==> config.mk <==
export PLATFORM = sky130hd
export DESIGN_NAME = binary_insertion_sorter_flat
export DESIGN_NICKNAME = d
export VERILOG_FILES = /design/src/rtl/bis_pkg.sv /design/src/rtl/bis_if.sv /design/src/rtl/bis_ram.sv /design/src/rtl/bis_ctrl.sv /design/src/rtl/bis_dp.sv /design/src/rtl/binary_insertion_sorter.sv /design/src/flat_wrapper.sv
export SDC_FILE = /design/constraint.sdc
export NUM_CORES = 2
export LEC_CHECK = 0
export ABC_AREA = 1
export BUFFER_PORTS_ARGS = -buffer_cell sky130_fd_sc_hd__buf_2
export CELL_PAD_IN_SITES_DETAIL_PLACEMENT = 1
export CELL_PAD_IN_SITES_GLOBAL_PLACEMENT = 2
export CORE_ASPECT_RATIO = 1.2
export CORE_MARGIN = 10
export CORE_UTILIZATION = 44
export CTS_CLUSTER_DIAMETER = 80
export DETAILED_ROUTE_END_ITERATION = 10
export PLACE_DENSITY = 0.87
export SKIP_CTS_REPAIR_TIMING = 1
export SLEW_MARGIN = 10
export SYNTH_ARGS = -nofsm -noshare
export SYNTH_HDL_FRONTEND = slang
export SYNTH_SLANG_ARGS = --single-unit
==> constraint.sdc <==
create_clock -name clk -period 5.6 [get_ports clk]
set_input_delay 1.12 -clock clk [delete_from_list [all_inputs] [get_ports clk]]
set_output_delay 1.12 -clock clk [all_outputs]
set_load 0.005 [all_outputs]
==> src/rtl/bis_pkg.sv <==
// ----------------------------------------------------------------------------
// bis_pkg
// Shared types and constants of the binary insertion sorter: default sizes,
// controller states and the command and status bundles between the
// controller and the datapath.
// ----------------------------------------------------------------------------
package bis_pkg;

  // Width of the value fields on the channels.
  localparam int FIELD_BITS = 32;

  // Defaults for the top-level parameters.
  localparam int CAPACITY_DEF   = 64;
  localparam int VALUE_BITS_DEF = 32;

  typedef enum logic [2:0] {
    ST_IDLE,
    ST_CHECK,
    ST_SEARCH,
    ST_PROBE,
    ST_SHIFT,
    ST_INSERT,
    ST_DRAIN
  } bis_state_t;

  // Commands from the controller to the datapath.
  typedef struct packed {
    logic load;        // capture a new item, start the search window
    logic drop;        // store is full: record the overflow
    logic probe_rd;    // read the midpoint of the search window
    logic probe_upd;   // narrow the window with the read entry
    logic shift_step;  // move one entry up one place
    logic insert;      // write the item into the gap
    logic drain;       // stream the sorted set out
  } bis_cmd_t;

  // Status from the datapath to the controller.
  typedef struct packed {
    logic full;        // store holds CAPACITY entries
    logic last;        // captured item ends the set
    logic search_open; // search window is not empty
    logic shift_open;  // entries remain to move up
    logic drain_done;  // final result handed to the output register
  } bis_status_t;

endpackage

==> src/rtl/bis_if.sv <==
// ----------------------------------------------------------------------------
// bis_in_if / bis_out_if
// Valid/ready channels of the binary insertion sorter. A transaction takes
// place at a rising clock edge with valid and ready both high.
// ----------------------------------------------------------------------------
interface bis_in_if;
  import bis_pkg::*;

  logic                          valid;
  logic                          ready;
  logic signed [FIELD_BITS-1:0]  value;
  logic                          last_item;

  modport source (output valid, output value, output last_item, input ready);
  modport sink   (input valid, input value, input last_item, output ready);
endinterface

interface bis_out_if;
  import bis_pkg::*;

  logic                          valid;
  logic                          ready;
  logic signed [FIELD_BITS-1:0]  sorted_value;
  logic                          last_out;
  logic                          items_dropped;

  modport source (output valid, output sorted_value, output last_out,
                  output items_dropped, input ready);
  modport sink   (input valid, input sorted_value, input last_out,
                  input items_dropped, output ready);
endinterface

==> src/rtl/bis_ram.sv <==
// ----------------------------------------------------------------------------
// bis_ram
// Generic simple dual-port RAM: one write port, one read port with a
// registered read that holds its data while the read enable is low.
// ----------------------------------------------------------------------------
module bis_ram #(
  parameter int WIDTH = 32,
  parameter int DEPTH = 64
) (
  input  logic                     clk,
  input  logic                     we,
  input  logic [$clog2(DEPTH)-1:0] waddr,
  input  logic [WIDTH-1:0]         wdata,
  input  logic                     re,
  input  logic [$clog2(DEPTH)-1:0] raddr,
  output logic [WIDTH-1:0]         rdata
);

  logic [WIDTH-1:0] mem [DEPTH];

  always_ff @(posedge clk) begin
    if (we) begin
      mem[waddr] <= wdata;
    end
    if (re) begin
      rdata <= mem[raddr];
    end
  end

endmodule

==> src/rtl/bis_ctrl.sv <==
// ----------------------------------------------------------------------------
// bis_ctrl
// Controller of the binary insertion sorter: sequences the full-store check, the search,
// the shift, the insert and the output of a finished set.
// ----------------------------------------------------------------------------
module bis_ctrl (
  input  logic                 clk,
  input  logic                 rst,
  input  logic                 in_valid,
  output logic                 in_ready,
  input  bis_pkg::bis_status_t st,
  output bis_pkg::bis_cmd_t    cmd
);
  import bis_pkg::*;

  bis_state_t state;
  bis_state_t state_next;

  always_ff @(posedge clk) begin
    if (rst) begin
      state <= ST_IDLE;
    end else begin
      state <= state_next;
    end
  end

  always_comb begin
    state_next = state;
    cmd        = '0;
    in_ready   = 1'b0;
    unique case (state)
      ST_IDLE: begin
        in_ready = 1'b1;
        if (in_valid) begin
          cmd.load   = 1'b1;
          state_next = ST_CHECK;
        end
      end
      ST_CHECK: begin
        if (st.full) begin
          cmd.drop   = 1'b1;
          state_next = st.last ? ST_DRAIN : ST_IDLE;
        end else begin
          state_next = ST_SEARCH;
        end
      end
      ST_SEARCH: begin
        if (st.search_open) begin
          cmd.probe_rd = 1'b1;
          state_next   = ST_PROBE;
        end else begin
          state_next = ST_SHIFT;
        end
      end
      ST_PROBE: begin
        cmd.probe_upd = 1'b1;
        state_next    = ST_SEARCH;
      end
      ST_SHIFT: begin
        cmd.shift_step = 1'b1;
        if (!st.shift_open) begin
          state_next = ST_INSERT;
        end
      end
      ST_INSERT: begin
        cmd.insert = 1'b1;
        state_next = st.last ? ST_DRAIN : ST_IDLE;
      end
      ST_DRAIN: begin
        cmd.drain = 1'b1;
        if (st.drain_done) begin
          state_next = ST_IDLE;
        end
      end
      default: begin
        state_next = ST_IDLE;
      end
    endcase
  end

endmodule

==> src/rtl/bis_dp.sv <==
// ----------------------------------------------------------------------------
// bis_dp
// Datapath of the binary insertion sorter: item and window registers, the
// sorted store, the shift pipeline and the output register.
// ----------------------------------------------------------------------------
module bis_dp #(
  parameter int CAPACITY   = bis_pkg::CAPACITY_DEF,
  parameter int VALUE_BITS = bis_pkg::VALUE_BITS_DEF
) (
  input  logic                                  clk,
  input  logic                                  rst,
  input  logic                                  cfg_we,
  input  logic                                  cfg_wdata,
  input  logic signed [bis_pkg::FIELD_BITS-1:0] in_value,
  input  logic                                  in_last_item,
  input  bis_pkg::bis_cmd_t                     cmd,
  output bis_pkg::bis_status_t                  st,
  output logic                                  out_valid,
  input  logic                                  out_ready,
  output logic signed [bis_pkg::FIELD_BITS-1:0] out_sorted_value,
  output logic                                  out_last_out,
  output logic                                  out_items_dropped
);
  import bis_pkg::*;

  localparam int ADDR_W = $clog2(CAPACITY);
  localparam int CNT_W  = $clog2(CAPACITY + 1);

  logic                  descending;
  logic [VALUE_BITS-1:0] item;
  logic                  last;
  logic [CNT_W-1:0]      count;
  logic                  overflow;
  logic [CNT_W-1:0]      lo;
  logic [CNT_W-1:0]      hi;
  logic [CNT_W-1:0]      mid_q;
  logic [CNT_W-1:0]      idx;
  logic                  pend;
  logic [ADDR_W-1:0]     pend_addr;
  logic [CNT_W-1:0]      rd_idx;
  logic                  rd_pend;
  logic                  rd_last;

  logic                  ram_we;
  logic [ADDR_W-1:0]     ram_waddr;
  logic [VALUE_BITS-1:0] ram_wdata;
  logic                  ram_re;
  logic [ADDR_W-1:0]     ram_raddr;
  logic [VALUE_BITS-1:0] ram_rdata;

  logic [CNT_W-1:0]                 mid;
  logic [CNT_W-1:0]                 idx_dec;
  logic                             entry_after;
  logic                             out_load;
  logic                             out_issue;
  logic [VALUE_BITS+FIELD_BITS-1:0] in_ext;
  logic [FIELD_BITS+VALUE_BITS-1:0] rd_ext;

  assign in_ext  = {{VALUE_BITS{in_value[FIELD_BITS-1]}}, in_value};
  assign rd_ext  = {{FIELD_BITS{ram_rdata[VALUE_BITS-1]}}, ram_rdata};
  assign mid     = lo + ((hi - lo) >> 1);
  assign idx_dec = idx - CNT_W'(1);

  // The read entry sorts strictly after the item.
  assign entry_after = descending ? ($signed(ram_rdata) < $signed(item))
                                  : ($signed(ram_rdata) > $signed(item));

  assign out_load  = cmd.drain && rd_pend && (!out_valid || out_ready);
  assign out_issue = cmd.drain && (rd_idx < count) && (!rd_pend || out_load);

  assign st.full        = (count == CNT_W'(CAPACITY));
  assign st.last        = last;
  assign st.search_open = (lo < hi);
  assign st.shift_open  = (idx > lo);
  assign st.drain_done  = cmd.drain && (rd_idx == count) && (!rd_pend || out_load);

  // Store port selection.
  always_comb begin
    ram_we    = 1'b0;
    ram_waddr = pend_addr;
    ram_wdata = ram_rdata;
    ram_re    = 1'b0;
    ram_raddr = mid[ADDR_W-1:0];
    if (cmd.probe_rd) begin
      ram_re = 1'b1;
    end
    if (cmd.shift_step) begin
      ram_we    = pend;
      ram_re    = st.shift_open;
      ram_raddr = idx_dec[ADDR_W-1:0];
    end
    if (cmd.insert) begin
      ram_we    = 1'b1;
      ram_waddr = lo[ADDR_W-1:0];
      ram_wdata = item;
    end
    if (out_issue) begin
      ram_re    = 1'b1;
      ram_raddr = rd_idx[ADDR_W-1:0];
    end
  end

  bis_ram #(
    .WIDTH (VALUE_BITS),
    .DEPTH (CAPACITY)
  ) u_store (
    .clk   (clk),
    .we    (ram_we),
    .waddr (ram_waddr),
    .wdata (ram_wdata),
    .re    (ram_re),
    .raddr (ram_raddr),
    .rdata (ram_rdata)
  );

  // Payload registers.
  always_ff @(posedge clk) begin
    if (cmd.load) begin
      item <= in_ext[VALUE_BITS-1:0];
      last <= in_last_item;
      lo   <= '0;
      hi   <= count;
      idx  <= count;
    end
    if (cmd.probe_rd) begin
      mid_q <= mid;
    end
    if (cmd.probe_upd) begin
      if (entry_after) begin
        hi <= mid_q;
      end else begin
        lo <= mid_q + CNT_W'(1);
      end
    end
    if (cmd.shift_step && st.shift_open) begin
      pend_addr <= idx[ADDR_W-1:0];
      idx       <= idx_dec;
    end
    if (out_issue) begin
      rd_last <= (rd_idx == count - CNT_W'(1));
    end
    if (out_load) begin
      out_sorted_value  <= rd_ext[FIELD_BITS-1:0];
      out_last_out      <= rd_last;
      out_items_dropped <= overflow;
    end
  end

  // Control registers.
  always_ff @(posedge clk) begin
    if (rst) begin
      descending <= 1'b0;
      count      <= '0;
      overflow   <= 1'b0;
      pend       <= 1'b0;
      rd_idx     <= '0;
      rd_pend    <= 1'b0;
      out_valid  <= 1'b0;
    end else begin
      if (cfg_we) begin
        descending <= cfg_wdata;
      end
      if (cmd.drop) begin
        overflow <= 1'b1;
      end
      if (cmd.shift_step) begin
        pend <= st.shift_open;
      end
      if (cmd.insert) begin
        count <= count + CNT_W'(1);
      end
      if (out_issue) begin
        rd_idx <= rd_idx + CNT_W'(1);
      end
      if (cmd.drain) begin
        rd_pend <= out_issue || (rd_pend && !out_load);
      end
      if (st.drain_done) begin
        count    <= '0;
        overflow <= 1'b0;
        rd_idx   <= '0;
      end
      if (out_load) begin
        out_valid <= 1'b1;
      end else if (out_ready) begin
        out_valid <= 1'b0;
      end
    end
  end

endmodule

==> src/rtl/binary_insertion_sorter.sv <==
// Sequence: after its transaction an inserted item keeps the input busy through the check,
//   P binary search probes (at most 6 at the default capacity), the move up by one place
//   of the stored entries that sort after it, and the insert; a dropped item only the check.
// Each probe takes a registered store read and a window update, each moved entry a store read;
//   a set marked last streams out at one result per cycle while out_ready is high.
// Reset: synchronous, active high; empties the store, clears overflow and mode.
// ----------------------------------------------------------------------------
// binary_insertion_sorter
// Sorts signed items by binary insertion into a sorted store and streams the
// whole set out in order when an item marked last arrives.
// ----------------------------------------------------------------------------
module binary_insertion_sorter #(
  parameter int CAPACITY   = bis_pkg::CAPACITY_DEF,
  parameter int VALUE_BITS = bis_pkg::VALUE_BITS_DEF
) (
  input  logic       clk,
  input  logic       rst,
  // Mode register: 0 ascending, 1 descending (signed order).
  input  logic       cfg_we,
  input  logic       cfg_wdata,
  bis_in_if.sink     in_ch,
  bis_out_if.source  out_ch
);
  import bis_pkg::*;

  // The controller and the datapath talk only through these two bundles.
  bis_cmd_t    cmd;
  bis_status_t st;

  // The controller owns the input handshake. It takes a new transaction only
  // when the previous item is fully inserted or dropped, or when the previous set has
  // been handed completely to the output register. A result still waiting in
  // that register does not hold up the next input transaction.
  bis_ctrl u_ctrl (
    .clk      (clk),
    .rst      (rst),
    .in_valid (in_ch.valid),
    .in_ready (in_ch.ready),
    .st       (st),
    .cmd      (cmd)
  );

  // The datapath holds the store, the search window (lo, hi), the shift
  // pointer and the output register. An item that finds the store full is
  // dropped and marks every result of its set with items_dropped. Equal
  // values keep their arrival order because the search stops at the first
  // entry that sorts strictly after the new item.
  bis_dp #(
    .CAPACITY   (CAPACITY),
    .VALUE_BITS (VALUE_BITS)
  ) u_dp (
    .clk               (clk),
    .rst               (rst),
    .cfg_we            (cfg_we),
    .cfg_wdata         (cfg_wdata),
    .in_value          (in_ch.value),
    .in_last_item      (in_ch.last_item),
    .cmd               (cmd),
    .st                (st),
    .out_valid         (out_ch.valid),
    .out_ready         (out_ch.ready),
    .out_sorted_value  (out_ch.sorted_value),
    .out_last_out      (out_ch.last_out),
    .out_items_dropped (out_ch.items_dropped)
  );

endmodule
==> src/flat_wrapper.sv <==
// flat-port wrapper written by rule: the top's interface ports become plain ports
module binary_insertion_sorter_flat import bis_pkg::*;
#(
  parameter int CAPACITY   = bis_pkg::CAPACITY_DEF,
  parameter int VALUE_BITS = bis_pkg::VALUE_BITS_DEF
)
  (clk, rst, cfg_we, cfg_wdata, in_ch_valid, in_ch_value, in_ch_last_item, in_ch_ready, out_ch_valid, out_ch_sorted_value, out_ch_last_out, out_ch_items_dropped, out_ch_ready);
  bis_in_if in_ch_i ();
  bis_out_if out_ch_i ();
  input  logic clk;
  input  logic rst;
  input  logic cfg_we;
  input  logic cfg_wdata;
  input wire logic [$bits(in_ch_i.valid)-1:0] in_ch_valid;
  input wire logic [$bits(in_ch_i.value)-1:0] in_ch_value;
  input wire logic [$bits(in_ch_i.last_item)-1:0] in_ch_last_item;
  output wire logic [$bits(in_ch_i.ready)-1:0] in_ch_ready;
  output wire logic [$bits(out_ch_i.valid)-1:0] out_ch_valid;
  output wire logic [$bits(out_ch_i.sorted_value)-1:0] out_ch_sorted_value;
  output wire logic [$bits(out_ch_i.last_out)-1:0] out_ch_last_out;
  output wire logic [$bits(out_ch_i.items_dropped)-1:0] out_ch_items_dropped;
  input wire logic [$bits(out_ch_i.ready)-1:0] out_ch_ready;
  assign in_ch_i.valid = in_ch_valid;
  assign in_ch_i.value = in_ch_value;
  assign in_ch_i.last_item = in_ch_last_item;
  assign in_ch_ready = in_ch_i.ready;
  assign out_ch_valid = out_ch_i.valid;
  assign out_ch_sorted_value = out_ch_i.sorted_value;
  assign out_ch_last_out = out_ch_i.last_out;
  assign out_ch_items_dropped = out_ch_i.items_dropped;
  assign out_ch_i.ready = out_ch_ready;
  binary_insertion_sorter #(.CAPACITY(CAPACITY), .VALUE_BITS(VALUE_BITS)) u_core (.clk(clk), .rst(rst), .cfg_we(cfg_we), .cfg_wdata(cfg_wdata), .in_ch(in_ch_i), .out_ch(out_ch_i));
endmodule
* Word-level counts from Yosys, hierarchy flattened
Memory sizes are Yosys's and may differ from the RTL's. A register that Yosys moved wholly into a read port is not among the register bits.
Index checks and enable logic that the tools add are counted.
** Storage, ports and cells
- Bits in registers :: 124
- Memory bits (writable) :: 2048
- Input port bits :: 39
- Output and inout bits :: 36
- Word-level logic and storage cells :: 103
- Memories :: 1
** Cells by class
- Add/subtract/negate cells :: 7
- Magnitude comparators :: 5
- Equality and inequality tests :: 12
- Mux-type cells :: 40
- Reduce and logical (&&, ||, !) cells :: 19
** Memories
- u_core.u_dp.u_store.mem :: depth 64, bits a word 32, read ports 1, clocked after memory_dff 1, wr ports 1, line bis_ram.sv:19 : logic [WIDTH-1:0] mem [DEPTH];
** Operators with widths (number)
- 7-bit 2-to-1 mux :: 8
- 32-bit > comparator :: 1
- 32-bit < comparator :: 1
- 32-bit 2-to-1 mux :: 1
- 7-bit by 1-bit adder with 7-bit output, second input constant :: 3
- 1-bit 2-to-1 mux :: 21
- 3-bit case mux with 7 select lines :: 1
- 3-bit 2-to-1 mux :: 6
- 6-bit 2-to-1 mux :: 3
- 7-bit == test :: 2
- 7-bit < comparator :: 2
- 7-bit by 1-bit subtractor with 7-bit output, second input constant :: 2
- 3-bit == test, second input constant :: 3
- 1-bit logical AND :: 8
- 7-bit by 6-bit adder with 7-bit output :: 1
- 7-bit == test, second input constant :: 1
- 7-bit > comparator :: 1
- 7-bit subtractor :: 1
- 3-bit by 2-bit == test with 1-bit output, second input constant :: 2
- 2-bit != test, second input constant :: 2
- 2-bit nonzero test :: 2
- 3-bit by 1-bit == test with 1-bit output, second input constant :: 1
- 1-bit logical NOT :: 3
- 3-bit logical NOT :: 1
- 4 further kinds :: 6

* Depth between registers and ports, before layout
- Depth in word-level cells :: 8
- Mapped depth :: 21
- Depth with buffers taken out :: 20

* Modules after synthesis
A second synthesis with hierarchy kept.
** Unflattened totals
- Cells, all modules :: 7550
- Area total of the unflattened synthesis :: 90112.7 µm²
** By module, submodules not included
- bis_ram :: times used 1, cells an instance 6769, area each 83058.4 µm², sequential area each 62459.9 µm²
- bis_dp :: times used 1, cells an instance 734, area each 6770.2 µm², sequential area each 3303.2 µm²
- bis_ctrl :: times used 1, cells an instance 47, area each 284.0 µm², sequential area each 60.1 µm²

* Worst setup path before layout
No wires, ideal clock.
- Path type :: reg-to-reg
- Start point :: reg u_core.u_ctrl.state[0]
- End point :: mem u_core.u_dp.u_store.mem[0][31] (data pin)
- Library setup time :: 0.702 ns
- Arrival time :: 3.859 ns
- Required time :: 4.898 ns
- Slack :: 1.039 ns
- Stages on the path, launching flop included :: 7
- Path buffers :: 2
- Clock period less this slack :: 4.561 ns
- Path through :: dfxtp_1 > nand2_1 > nor2_1 > clkinv_1 > clkbuf_1 > clkbuf_1 > o21ai_0
** Between the ends
- Cells in the longest elaborated chain, start to end :: 3
** RTL lines
- start, declared :: line bis_ctrl.sv:16 : bis_state_t state;
- start signal, assigned :: line bis_ctrl.sv:23 : state <= state_next;
- 3-bit == test :: line bis_ctrl.sv:31 : unique case (state)
- 1-bit 2-to-1 mux :: line bis_ctrl.sv:31
- 32-bit 2-to-1 mux :: line bis_dp.sv:92 : if (cmd.insert) begin
- named net u_core.u_dp.ram_wdata[31] :: line bis_dp.sv:46 : logic [VALUE_BITS-1:0] ram_wdata;
- end, declared :: line bis_ram.sv:19
The timed path passes the listed nets, and every way through them passes these cells.

* Worst setup path after layout
- Start point :: reg u_core.u_dp.lo[0]
- End point :: reg u_core.u_dp.u_store.rdata[8], read port of u_core.u_dp.u_store.mem (data pin)
** Between the ends
- Elaborated cells between the ends (all ways) :: 11
- Those cells by class :: add/sub (2); order compare (2); mux (7)
** RTL lines
- start, declared :: line bis_dp.sv:34 : logic [CNT_W-1:0] lo;
- start signal, assigned :: line bis_dp.sv:132 : lo <= mid_q + CNT_W'(1);
- 7-bit subtractor :: line bis_dp.sv:61 : assign mid = lo + ((hi - lo) >> 1);
- 7-bit by 6-bit adder with 7-bit output (*) :: line bis_dp.sv:61
- named net u_core.u_dp.mid[1] :: line bis_dp.sv:51 : logic [CNT_W-1:0] mid;
- 6-bit 2-to-1 mux (*) :: line bis_dp.sv:87 : if (cmd.shift_step) begin
- 6-bit 2-to-1 mux (*) :: line bis_dp.sv:97 : if (out_issue) begin
- end, declared :: line bis_ram.sv:16 : output logic [WIDTH-1:0] rdata
Mark *: on every way through the listed nets, which the timed path passes. The rest lies on a longest branch.
A chain may end at the register's enable or synchronous reset.

==> metrics.txt <==
outcome complete, no violations; CP startpoint kind flop; Cells on Worst Hold Path 1; FF-to-FF path depth 19; Clk Tree Root Cell clkbuf_16; Synth warnings 0; # IOs 75; first-pass GRT wire length 456000 um; Required @ worst endpoint 6.32 ns; total negative slack 0 ns; Sink Count 2204; minimum clock period after layout 5.09 ns; synth unique cells 39; Initial Util 44.3%; Synth Flop Type edfxtp_1; DRC Markers 0; Layout area overhead 12.6%; total number of vias 68133; largest net degree at the start of global routing 162; Slew @ Worst Pin 1.10 ns; CTS tree built; worst hold path class in -> reg; period utilisation layout 90.8%; multi-input combinational cell area 25800 um2; vias in the first global route 71584; max_cap viols 0; min-delay src in_ch_value[4]; GRT Util Overall 24.6%; Pre-antenna DRT Iters 7; setup violators final 0; Die X 449 um; GRT overflow 0; antenna violations before repair 6; Slew Limit Fails 0; Setup crit end u_core.u_dp.u_store.rdata[8]; Fill cells 22788; CTS clk-pin slew, worst paths 0.06 ns; DRT Wirelength 305000 um; internal reg-to-reg setup slack 0.51 ns; full die area 240000 um2; Post-synth EDFFs 2168; post-synthesis sequential area ratio 67.9%; Final Util 49.9%; Worst EP arrival 5.81 ns; synthesized flop and latch total 2204; post-detail-place hpwl 178000 um; synthesized instance count 8609; First DRT Iteration DRCs 7122; endpoint class of the critical path flop; beginning of the critical path u_core.u_dp.lo[0]; register area 65800 um2; fin nets 8692; row count 188; fmax 197 MHz; wire per inst 26.0 um; Final ANT Viol Nets 0; RePlAce Congestion 0.828; RSZ-0062 raised after global routing no; Post-Syn Nets 8716; layout cells sized above 1 8.92%; H-tree depth 4; final hold vios 0; FFs w/ async S/R, synth 0%; TritonCTS Buffers 211; worst r2r src u_core.u_dp.lo[0]; CTS max path bufs 3; CORE AREA 219000 um2; critical path type reg -> reg; # port buffers 74; worst r2r dst u_core.u_dp.u_store.rdata[8]; crit path max fanout 51; Post-Syn Area 97000 um2; Slew Limit Headroom 26.3%; Clock Skew 0.0252 ns; chip height 534 um; insertion delay to the later sink of the worst-skew pair 0.89 ns; Hold WS 0.411 ns; vias per inst 5.82; average cell area after synthesis 11.3 um2
[state kept, by name (all words and copies together) (netlist names), 7 cells and up]
register,count
u_core.u_dp.item,32
u_core.u_dp.u_store.mem,2048
u_core.u_dp.u_store.rdata,32
u_core.u_dp.count,7
u_core.u_dp.out_sorted_value,32
u_core.u_dp.idx,7
u_core.u_dp.lo,7
u_core.u_dp.hi,7
u_core.u_dp.rd_idx,7
u_core.u_dp.mid_q,7
[critical path, stage by stage, from the launching register on]
cell and delay, ns:
dfxtp_1 0.46, ha_1 0.20, inv_1 0.06, fa_1 0.49
ha_1 0.18, inv_1 0.06, fa_1 0.47, inv_1 0.12
o21ai_0 0.13, nand2_2 0.12, inv_2 0.06, nor2_4 0.75
buf_12 0.30, buf_12 0.31, nand3_1 0.13, nand3_1 0.11
nand3_1 0.13, nand3_1 0.26, nand3_1 0.34, nand2_1 0.18
[cell usage after synthesis (all sizes together), types with 12 or more instances]
| cell type | instances | area [um2] |
|---|---|---|
| nor3 | 16 | 80.1 |
| nand2 | 1541 | 5790 |
| clkbuf | 233 | 875 |
| nor2 | 108 | 423 |
| edfxtp | 2168 | 65100 |
| nand4 | 12 | 75.1 |
| buf | 340 | 1650 |
| nand3 | 2063 | 10300 |
| dfxtp | 36 | 721 |
| xnor2 | 12 | 105 |
| a21oi | 47 | 235 |
| ha | 66 | 826 |
| xor2 | 17 | 149 |
| or2 | 38 | 238 |
| o21ai | 75 | 379 |
| nand3b | 799 | 6000 |
| inv | 1009 | 3790 |
[layout make-up]
cell class / instances / area share [%]
clock inverters: 126 / 1.18
multi-input cells: 4821 / 23.6
flip-flops and latches: 2204 / 60.3
well taps: 2945 / 3.37
diodes: 8 / 0.0183
inverters: 1011 / 3.49
clock buffers: 265 / 5.04
repair buffers: 336 / 3.01
[per-layer routing]
layer  wire [um]  vias to the layer above  GRT usage [%]
met5           0                        -              0
met4       10300                        0           8.56
met3       20200                      609           3.47
met2      152000                     2611           43.0
met1      122000                    35101           31.3
li1            -                    29812              -
[worst min-delay path by stage]
| stage | to | slack [ns] |
|---|---|---|
| after floorplan | u_core.u_dp.out_last_out | 0.40 |
| after global placement | u_core.u_dp.out_last_out | 0.44 |
| after detailed placement | u_core.u_dp.out_last_out | 0.44 |
| after CTS | u_core.u_dp.item[4] | 0.35 |
| after global routing | u_core.u_dp.item[29] | 0.37 |
| final | u_core.u_dp.item[4] | 0.41 |
[cells in the final DEF (no fill, tap or decap), types with 4 or more instances in the layout]
master     Yosys  routed
edfxtp_1    2168    2168
nor2_1       105      41
xnor2_1       12      12
a211oi_1       4       4
buf_12         0      76
clkinv_1       2      47
buf_4          1     186
or2_2         38      38
bufinv_16      0      21
diode_2        0       8
xor2_1        17      17
nor4_1         4       4
buf_2        293      74
o211ai_1       4       4
dfxtp_1       36      36
nand3_1     2063    2062
o21ai_0       71      37
clkbuf_16      0     212
clkbuf_1     233      53
nor3_1        16      16
ha_1          66      66
nand3b_1     799     799
clkinv_8       0       8
a21oi_1       47      46
nand2_1     1540    1538
nor2_4         2      66
inv_1       1006    1004
nand4_1       12      12
clkinv_2       0      39
o21ai_4        0      36
[stage by stage]
stage / instances / worst slack, ns / cell area (um2)
finish: 11716 / 0.514 / 109000
CTS: 11708 / 0.586 / 109000
detailed placement: 11317 / 0.530 / 102000
global placement: 11317 / 0.633 / 102000
floorplan: 8609 / 1.04 / 97000
global route: 11710 / 0.296 / 109000
[kinds of logic (layout without fill, tap and decap cells)]
| kind of cell | count (synthesis) | count (layout) | synth area share [%] |
|---|---|---|---|
| DFF | 2204 | 2204 | 67.9 |
| muxes | 1 | 1 | 0.0103 |
| and+or+nand+nor | 4583 | 4583 | 23.7 |
| xor gates and xnor gates | 29 | 29 | 0.262 |
| adders and majority gates | 68 | 68 | 0.893 |
| buffers and inverters | 1584 | 1738 | 6.51 |
| AOI/OAI and AO/OA | 140 | 140 | 0.775 |
| other | 0 | 8 | 0 |
Power is not shown: default switching activity piles up to over one toggle a cycle in this logic, so the estimate is an artifact.
